--- src/design/mau_pkg.sv ---
// Shared types, opcodes and helpers for the modular arithmetic unit.
// No dependencies.
package mau_pkg;

	localparam int RES_W = 31;
	localparam int OPD_W = 64;
	localparam int CNT_W = 5;
	localparam int SGN_W = RES_W + 3;

	localparam logic [RES_W-1:0] MOD_RESET = 31'd1000000007;

	localparam logic [2:0] OP_ADD = 3'd0;
	localparam logic [2:0] OP_SUB = 3'd1;
	localparam logic [2:0] OP_MUL = 3'd2;
	localparam logic [2:0] OP_DIV = 3'd3;
	localparam logic [2:0] OP_POW = 3'd4;
	localparam logic [2:0] OP_NEG = 3'd5;
	localparam logic [2:0] OP_INV = 3'd6;
	localparam logic [2:0] OP_EQU = 3'd7;

	typedef logic [RES_W-1:0] res_t;

	typedef struct packed {
		logic start;
	} mul_req_t;

	typedef struct packed {
		logic busy;
		logic done;
	} mul_stat_t;

	// Sum of two residues, folded back below m.
	function automatic res_t addmod(input res_t x, input res_t y, input res_t m);
		logic [RES_W:0] s;
		s = {1'b0, x} + {1'b0, y};
		if (s >= {1'b0, m}) begin
			s = s - {1'b0, m};
		end
		return s[RES_W-1:0];
	endfunction

endpackage

--- src/design/mau_mulmod.sv ---
// Bit-serial modular multiplier: two products x1*y and x2*y mod m, one bit of y a cycle.
// Depends on mau_pkg.
module mau_mulmod (
	input  logic              clk,
	input  logic              arst_n,
	input  mau_pkg::res_t     m,
	input  mau_pkg::res_t     x1,
	input  mau_pkg::res_t     x2,
	input  mau_pkg::res_t     y,
	input  mau_pkg::mul_req_t req,
	output mau_pkg::mul_stat_t stat,
	output mau_pkg::res_t     p1,
	output mau_pkg::res_t     p2
);
	import mau_pkg::*;

	res_t             acc1_q, acc2_q, x1_q, x2_q, y_q;
	logic [CNT_W-1:0] cnt_q;
	logic             busy_q, done_q;
	res_t             dbl1, dbl2;

	// Double both accumulators modulo m.
	always_comb begin
		dbl1 = addmod(acc1_q, acc1_q, m);
		dbl2 = addmod(acc2_q, acc2_q, m);
	end

	// Control: count through the multiplier bits.
	always_ff @(posedge clk or negedge arst_n) begin
		if (!arst_n) begin
			busy_q <= 1'b0;
			done_q <= 1'b0;
			cnt_q  <= '0;
		end else begin
			done_q <= 1'b0;
			if (req.start) begin
				busy_q <= 1'b1;
				cnt_q  <= '0;
			end else if (busy_q) begin
				cnt_q <= cnt_q + 1'b1;
				if (cnt_q == CNT_W'(RES_W - 1)) begin
					busy_q <= 1'b0;
					done_q <= 1'b1;
				end
			end
		end
	end

	// Datapath: shift-add, most significant multiplier bit first.
	always_ff @(posedge clk) begin
		if (req.start) begin
			acc1_q <= '0;
			acc2_q <= '0;
			x1_q   <= x1;
			x2_q   <= x2;
			y_q    <= y;
		end else if (busy_q) begin
			acc1_q <= y_q[RES_W-1] ? addmod(dbl1, x1_q, m) : dbl1;
			acc2_q <= y_q[RES_W-1] ? addmod(dbl2, x2_q, m) : dbl2;
			y_q    <= {y_q[RES_W-2:0], 1'b0};
		end
	end

	assign stat.busy = busy_q;
	assign stat.done = done_q;
	assign p1 = acc1_q;
	assign p2 = acc2_q;

endmodule

--- src/design/modular_arithmetic_unit.sv ---
// Modular arithmetic unit: top level with handshakes, modulus register and sequencer.
// Depends on mau_pkg and mau_mulmod.
//
// One word is in work at a time. Operand reduction shifts in one bit of each operand a
// cycle. Add, sub, neg and equal need no multiplier pass; mul adds one pass of the
// bit-serial multiplier. Inverse runs extended Euclid with a bit-serial division per
// quotient, up to about 45 quotients; divide adds one multiply to that. Power takes
// one multiplier pass per exponent bit up to its highest set bit. A finished result
// waits in the output register; a modulus of 0 or 1 acts as modulus 1.
module modular_arithmetic_unit (
	input  logic                      clk,
	input  logic                      arst_n,
	input  logic                      in_valid,
	output logic                      in_ready,
	input  logic [2:0]                opcode,
	input  logic signed [63:0]        operand_a,
	input  logic signed [63:0]        operand_b,
	input  logic [63:0]               exponent,
	output logic                      out_valid,
	input  logic                      out_ready,
	output logic [mau_pkg::RES_W-1:0] result,
	input  logic                      cfg_valid,
	output logic                      cfg_ready,
	input  logic [mau_pkg::RES_W-1:0] cfg_data
);
	import mau_pkg::*;

	localparam logic [3:0] ST_IDLE  = 4'd0;
	localparam logic [3:0] ST_RED   = 4'd1;
	localparam logic [3:0] ST_SIGN  = 4'd2;
	localparam logic [3:0] ST_DISP  = 4'd3;
	localparam logic [3:0] ST_ECHK  = 4'd4;
	localparam logic [3:0] ST_EDIV  = 4'd5;
	localparam logic [3:0] ST_EUPD  = 4'd6;
	localparam logic [3:0] ST_EFIX  = 4'd7;
	localparam logic [3:0] ST_MGO   = 4'd8;
	localparam logic [3:0] ST_MWAIT = 4'd9;
	localparam logic [3:0] ST_PCHK  = 4'd10;
	localparam logic [3:0] ST_PWAIT = 4'd11;
	localparam logic [3:0] ST_DONE  = 4'd12;

	logic [3:0]              state_q;
	res_t                    mod_q, m;
	logic [2:0]              op_q;
	logic [OPD_W-1:0]        ma_q, mb_q, k_q;
	logic                    nega_q, negb_q;
	logic [5:0]              rcnt_q;
	res_t                    rema_q, remb_q, a_q, b_q;
	res_t                    ea_q, eb_q, erem_q, edq_q;
	logic signed [SGN_W-1:0] eu_q, ev_q, prod_q;
	logic [CNT_W-1:0]        ecnt_q;
	res_t                    pr_q, pb_q, mx1_q, my_q, res_q;
	logic                    out_valid_q;
	res_t                    result_q;

	logic [RES_W:0]          ta, tb, te;
	logic                    ge_e;
	logic [SGN_W-1:0]        umag, ufix;
	res_t                    inv_val, neg_b;
	mul_req_t                mreq;
	mul_stat_t               mstat;
	res_t                    p1, p2;

	assign m = (mod_q < RES_W'(2)) ? RES_W'(1) : mod_q;

	assign in_ready  = (state_q == ST_IDLE);
	assign cfg_ready = 1'b1;
	assign out_valid = out_valid_q;
	assign result    = result_q;

	// Reduction and division steps: shift one bit in, subtract when it fits.
	always_comb begin
		ta   = {rema_q, ma_q[OPD_W-1]};
		tb   = {remb_q, mb_q[OPD_W-1]};
		te   = {erem_q, edq_q[RES_W-1]};
		ge_e = (te >= {1'b0, eb_q});
		if (ta >= {1'b0, m}) ta = ta - {1'b0, m};
		if (tb >= {1'b0, m}) tb = tb - {1'b0, m};
		if (ge_e) te = te - {1'b0, eb_q};
	end

	// Fold the Euclid coefficient into range.
	always_comb begin
		umag = '0;
		ufix = '0;
		inv_val = '0;
		if (eu_q[SGN_W-1]) begin
			umag = -eu_q;
			if (umag >= {3'b0, m}) umag = umag - {3'b0, m};
			inv_val = (umag == '0) ? '0 : m - umag[RES_W-1:0];
		end else begin
			ufix = eu_q;
			if (ufix >= {3'b0, m}) ufix = ufix - {3'b0, m};
			inv_val = ufix[RES_W-1:0];
		end
	end

	assign neg_b = (b_q == '0) ? '0 : m - b_q;

	assign mreq.start = (state_q == ST_MGO) ||
		(state_q == ST_PCHK && k_q != '0);

	mau_mulmod u_mul (
		.clk    (clk),
		.arst_n (arst_n),
		.m      (m),
		.x1     ((state_q == ST_PCHK) ? pr_q : mx1_q),
		.x2     (pb_q),
		.y      ((state_q == ST_PCHK) ? pb_q : my_q),
		.req    (mreq),
		.stat   (mstat),
		.p1     (p1),
		.p2     (p2)
	);

	// Hold the modulus register.
	always_ff @(posedge clk or negedge arst_n) begin
		if (!arst_n) begin
			mod_q <= MOD_RESET;
		end else if (cfg_valid && cfg_ready) begin
			mod_q <= cfg_data;
		end
	end

	// Sequencer and output register.
	always_ff @(posedge clk or negedge arst_n) begin
		if (!arst_n) begin
			state_q     <= ST_IDLE;
			out_valid_q <= 1'b0;
		end else begin
			// Raise the output word when a result lands, drop it once taken.
			if (state_q == ST_DONE && (!out_valid_q || out_ready)) begin
				out_valid_q <= 1'b1;
			end else if (out_valid_q && out_ready) begin
				out_valid_q <= 1'b0;
			end
			unique case (state_q)
				ST_IDLE: begin
					if (in_valid) state_q <= ST_RED;
				end
				ST_RED: begin
					if (rcnt_q == 6'd63) state_q <= ST_SIGN;
				end
				ST_SIGN: state_q <= ST_DISP;
				ST_DISP: begin
					priority case (op_q)
						OP_MUL: state_q <= ST_MGO;
						OP_POW: state_q <= ST_PCHK;
						OP_DIV, OP_INV: state_q <= ST_ECHK;
						default: state_q <= ST_DONE;
					endcase
				end
				ST_ECHK: state_q <= (eb_q == '0) ? ST_EFIX : ST_EDIV;
				ST_EDIV: begin
					if (ecnt_q == CNT_W'(RES_W - 1)) state_q <= ST_EUPD;
				end
				ST_EUPD: state_q <= ST_ECHK;
				ST_EFIX: state_q <= (op_q == OP_DIV) ? ST_MGO : ST_DONE;
				ST_MGO: state_q <= ST_MWAIT;
				ST_MWAIT: begin
					if (mstat.done) state_q <= ST_DONE;
				end
				ST_PCHK: state_q <= (k_q == '0) ? ST_DONE : ST_PWAIT;
				ST_PWAIT: begin
					if (mstat.done) state_q <= ST_PCHK;
				end
				ST_DONE: begin
					if (!out_valid_q || out_ready) state_q <= ST_IDLE;
				end
				default: state_q <= ST_IDLE;
			endcase
		end
	end

	// Datapath registers.
	always_ff @(posedge clk) begin
		unique case (state_q)
			ST_IDLE: begin
				op_q   <= opcode;
				nega_q <= operand_a[OPD_W-1];
				negb_q <= operand_b[OPD_W-1];
				ma_q   <= operand_a[OPD_W-1] ? -operand_a : operand_a;
				mb_q   <= operand_b[OPD_W-1] ? -operand_b : operand_b;
				k_q    <= exponent;
				rema_q <= '0;
				remb_q <= '0;
				rcnt_q <= '0;
			end
			ST_RED: begin
				rema_q <= ta[RES_W-1:0];
				remb_q <= tb[RES_W-1:0];
				ma_q   <= {ma_q[OPD_W-2:0], 1'b0};
				mb_q   <= {mb_q[OPD_W-2:0], 1'b0};
				rcnt_q <= rcnt_q + 1'b1;
			end
			ST_SIGN: begin
				a_q <= (nega_q && rema_q != '0) ? m - rema_q : rema_q;
				b_q <= (negb_q && remb_q != '0) ? m - remb_q : remb_q;
			end
			ST_DISP: begin
				// Start Euclid on the divisor residue for divide, on the operand a residue for inverse.
				ea_q  <= (op_q == OP_DIV) ? b_q : a_q;
				eb_q  <= m;
				eu_q  <= SGN_W'(1);
				ev_q  <= '0;
				mx1_q <= a_q;
				my_q  <= b_q;
				pr_q  <= (m == RES_W'(1)) ? '0 : RES_W'(1);
				pb_q  <= a_q;
				unique case (op_q)
					OP_ADD: res_q <= addmod(a_q, b_q, m);
					OP_SUB: res_q <= addmod(a_q, neg_b, m);
					OP_NEG: res_q <= (a_q == '0) ? '0 : m - a_q;
					OP_EQU: res_q <= {{(RES_W-1){1'b0}}, a_q == b_q};
					default: res_q <= '0;
				endcase
			end
			ST_ECHK: begin
				erem_q <= '0;
				edq_q  <= ea_q;
				prod_q <= '0;
				ecnt_q <= '0;
			end
			ST_EDIV: begin
				erem_q <= te[RES_W-1:0];
				edq_q  <= {edq_q[RES_W-2:0], 1'b0};
				prod_q <= (prod_q <<< 1) + (ge_e ? ev_q : '0);
				ecnt_q <= ecnt_q + 1'b1;
			end
			ST_EUPD: begin
				ea_q <= eb_q;
				eb_q <= erem_q;
				eu_q <= ev_q;
				ev_q <= eu_q - prod_q;
			end
			ST_EFIX: begin
				res_q <= inv_val;
				my_q  <= inv_val;
			end
			ST_MWAIT: begin
				if (mstat.done) res_q <= p1;
			end
			ST_PCHK: begin
				if (k_q == '0) res_q <= pr_q;
			end
			ST_PWAIT: begin
				if (mstat.done) begin
					if (k_q[0]) pr_q <= p1;
					pb_q <= p2;
					k_q  <= {1'b0, k_q[OPD_W-1:1]};
				end
			end
			ST_DONE: begin
				if (!out_valid_q || out_ready) result_q <= res_q;
			end
			default: begin
			end
		endcase
	end

endmodule

--- config.mk ---
export PLATFORM = sky130hd
export DESIGN_NAME = modular_arithmetic_unit
export DESIGN_NICKNAME = d
export VERILOG_FILES = /design/src/design/mau_pkg.sv /design/src/design/mau_mulmod.sv /design/src/design/modular_arithmetic_unit.sv
export SDC_FILE = /design/constraint.sdc
export NUM_CORES = 2
export LEC_CHECK = 0
export BUFFER_PORTS_ARGS = -buffer_cell sky130_fd_sc_hd__buf_4
export CORE_MARGIN = 2
export CORE_UTILIZATION = 61
export DETAILED_ROUTE_END_ITERATION = 8
export HOLD_SLACK_MARGIN = 0.12
export PLACE_DENSITY = 0.79
export REMOVE_ABC_BUFFERS = 1
export SYNTH_ARGS = -nofsm -noshare
export SYNTH_HDL_FRONTEND = slang
export SYNTH_SLANG_ARGS = --single-unit
--- constraint.sdc ---
create_clock -name clk -period 40.4 [get_ports clk]
set_input_delay 4.04 -clock clk [delete_from_list [all_inputs] [get_ports clk]]
set_output_delay 4.04 -clock clk [all_outputs]
set_load 0.05 [all_outputs]
==> impl_results.md <==
- Setup ws final: 29340 ps
- GP Congestion: 1.11
- Routed Antenna Nets: 0
- Slowest cell on crit path: nor4_1
- Syn. warnings: 0
- Final TNS setup: 0 ps
- Antenna violations before repair: 45
- Vias: 76600
- Cell Int Power: 3.28 mW
- Power share of the combinational group: 64.7%
- DRC violations left: 0
- Slew HR: 8.15%
- Nets@finish: 10200
- Leakage: 35.6 nW
- First drt pass iteration count: 9
- Crit path required time: 41060 ps
- Setup repair bufs after CTS: 0
- CP Capture Type: flip-flop
- Worst Setup SP: mod_q[3]
- Highest attainable clock frequency: 90.4 MHz
- DIE AREA: 0.131 mm²
- Most common cell after layout, fill and taps aside: nand2_1
- DP Worst Slack: 30030 ps
- Skew final: 61.5 ps
- CTS buffer count: 105
- GRT Util Overall: 48.2%
- First-pass GRT wire length: 466 mm
- Clock Power Share: 16.0%
- CP max stage delay: 700 ps
- Clock transition at path regs: 60 ps
- Max-Cap Viols: 0
- Initial cell density of the core: 61.4%
- Post-synthesis register bit count: 942
- IO buf count: 263
- Hold Crit Depth: 0
- Sequential power share: 19.3%
- Final hold violation count: 0
- Wirelength per Cell: 29.6 µm
- Post-synth EDFFs: 837
- Layout cell share with drive strength beyond 1: 7.99%
- CTS sink cnt: 942
- Largest net degree at the start of global routing: 197
- Mapped Area: 0.0783 mm²
- Top_reg_cell synth: edfxtp_1
- Min-delay worst type: flip-flop to flip-flop
- Core Footprint: 0.128 mm²
- Tcrit/Tclk final: 27.4%
- CTS tree: yes
- Sw frac: 47.1%
- Worst R2R Start: mod_q[3]
- I/O pins: 265
- Pwr dens: 71.9 mW/mm²
- H-tree depth: 3
- Worst VDD drop: 0.000143 V
- Resize count post-CTS: 0
- Clock root cell: clkbuf_16
- RSZ-0062 raised after global routing: false
- Post-detail-place hpwl: 247 mm
- Critical-path maximum fanout: 39
- Hold Path Origin: res_q[2]
- Grt total ovfl: 0
- Worst Setup Start Kind: flip-flop
- Cells after Synth: 9044
- Slew Viols, Final: 0
- Worst-Margin Slew: 1370 ps
- Switching Power: 2.92 mW
- Hold_buf cts: 0
- Clock latency on the worst-skew pair: 810 ps
- Run status: complete, no violations
- Die X: 362 µm
- Final setup fails: 0
- Ys async rst share: 4.56%
- Worst reg-to-reg setup slack: 29340 ps
- Vias per inst: 6.95
- Number of global-route vias before repair: 71100
- Crit path time final: 11060 ps
- Distinct cells, synth: 96
- Post-Syn Area per Cell: 8.66 µm²
- Iteration-0 DRC Markers: 10600
- FF-to-FF path depth: 37
- Commonest cells after routing, fill and taps aside: nand2_1, edfxtp_1, o21ai_0, ha_1, nor2_1
- R2R Path End: u_mul.p1[21]
- Total Wirelength: 326 mm
- Hold Path Sink: result[2]
- Area grow syn2layout: 9.97%
- Seq/Total Area, Yosys: 35.1%
- CP arrival: 11730 ps
- Chip height: 362 µm
- CTS Buffer Depth: 3
- Row count: 131
- Critical path class: flip-flop to flip-flop
[metal layers]
metal | vias to the layer above | GRT usage, % | routed length [µm]
li1 | 33700 | - | -
met1 | 36100 | 58.7 | 115000
met2 | 5526 | 70.6 | 135000
met3 | 1340 | 14.1 | 43100
met4 | 36 | 40.3 | 32600
met5 | - | 0 | 249
[worst max-delay path by stage]
stage                     slack, ps           end  cells after the start
after floorplan               24050  u_mul.y_q[0]                      5
after global placement        30270  u_mul.p1[21]                     38
after detailed placement      30030  u_mul.p1[21]                     37
after CTS                     29900  u_mul.p1[21]                     37
after global routing          28910  u_mul.p1[21]                     38
final                         29340  u_mul.p1[21]                     37
[cells in the mapped netlist (69+ instances only)]
cell type	instances	area (µm²)
and3_1	113	707
xor2_1	327	2860
inv_1	430	1610
ha_1	688	8610
clkbuf_1	306	1150
nand2_1	1322	4960
nor3_1	188	941
a21o_1	240	1800
a211oi_1	109	818
nor2_1	680	2550
nand2b_1	93	582
nor4_1	113	707
nand4_1	106	663
o211ai_1	69	518
a31oi_1	110	688
and2_1	76	475
edfxtp_1	837	25100
or3_1	73	457
o21ai_0	722	3610
o21a_1	116	871
mux2i_1	145	1450
nor2b_1	125	782
a21oi_1	571	2860
nand3_1	167	836
o31ai_1	101	758
xnor2_1	360	3150
o21bai_1	79	593
[per-stage QoR]
step | std cells | utilization [%] | instance area [µm²] | power, mW | hold slack (ps)
after floorplan | 8713 | - | 77100 | 4.14 | 400
after global placement | 10800 | 64.8 | 82600 | 4.98 | 410
after detailed placement | 10800 | 64.8 | 82600 | 5.06 | 405
after CTS | 11000 | 67.5 | 86100 | 6.06 | 418
after global routing | 11000 | 67.5 | 86100 | 6.56 | 421
final | 11000 | 67.6 | 86200 | 6.20 | 420
[worst max-delay path: cells and delay by family, from the launching register on]
family / cells / cell delay [ps]
AOI/OAI and AO/OA: 18 / 5210
adders and majority gates: 3 / 1060
and+or+nand+nor: 11 / 2680
xor gates and xnor gates: 1 / 130
DFF: 1 / 520
buffers and inverters: 3 / 940
muxes: 1 / 390
[kinds of logic after synthesis]
family          Yosys count  share of synthesized area (%)
buf+inv                 765                           3.68
flops                   942                           35.1
compound gates         2542                           20.6
xor+xnor                688                           7.71
fa+ha+maj               710                           11.5
other cells               1                        0.00479
mux                     182                           2.38
simple gates           3214                           19.0
[power groups by stage]
stage | Clock (mW) | Combinational (mW) | Sequential, mW
6_report | 0.990 | 4.01 | 1.20
5_1_grt | 1.02 | 4.35 | 1.19
4_1_cts | 0.986 | 3.89 | 1.19
3_5_place_dp | 0 | 3.85 | 1.21
3_3_place_gp | 0 | 3.78 | 1.21
2_1_floorplan | 0 | 2.97 | 1.17
[flip-flops by register name, summed over array words and instances (netlist names), 34 cells and up]
register and count:
k_q 64, ma_q 64, mb_q 64, eu_q 34, ev_q 34, prod_q 34
[cell type report]
class                           count  area, µm²
Sequential cell                   942      27500
Multi-Input combinational cell   7337      48300
Fill cell                        9983      41400
Antenna cell                       33       82.6
Inverter                          434       1630
Clock buffer                      122       2720
Clock inverter                     74        742
Tap cell                         1662       2080
Timing Repair Buffer              418       3150
Note: power is estimated with default switching activity, not from simulation.
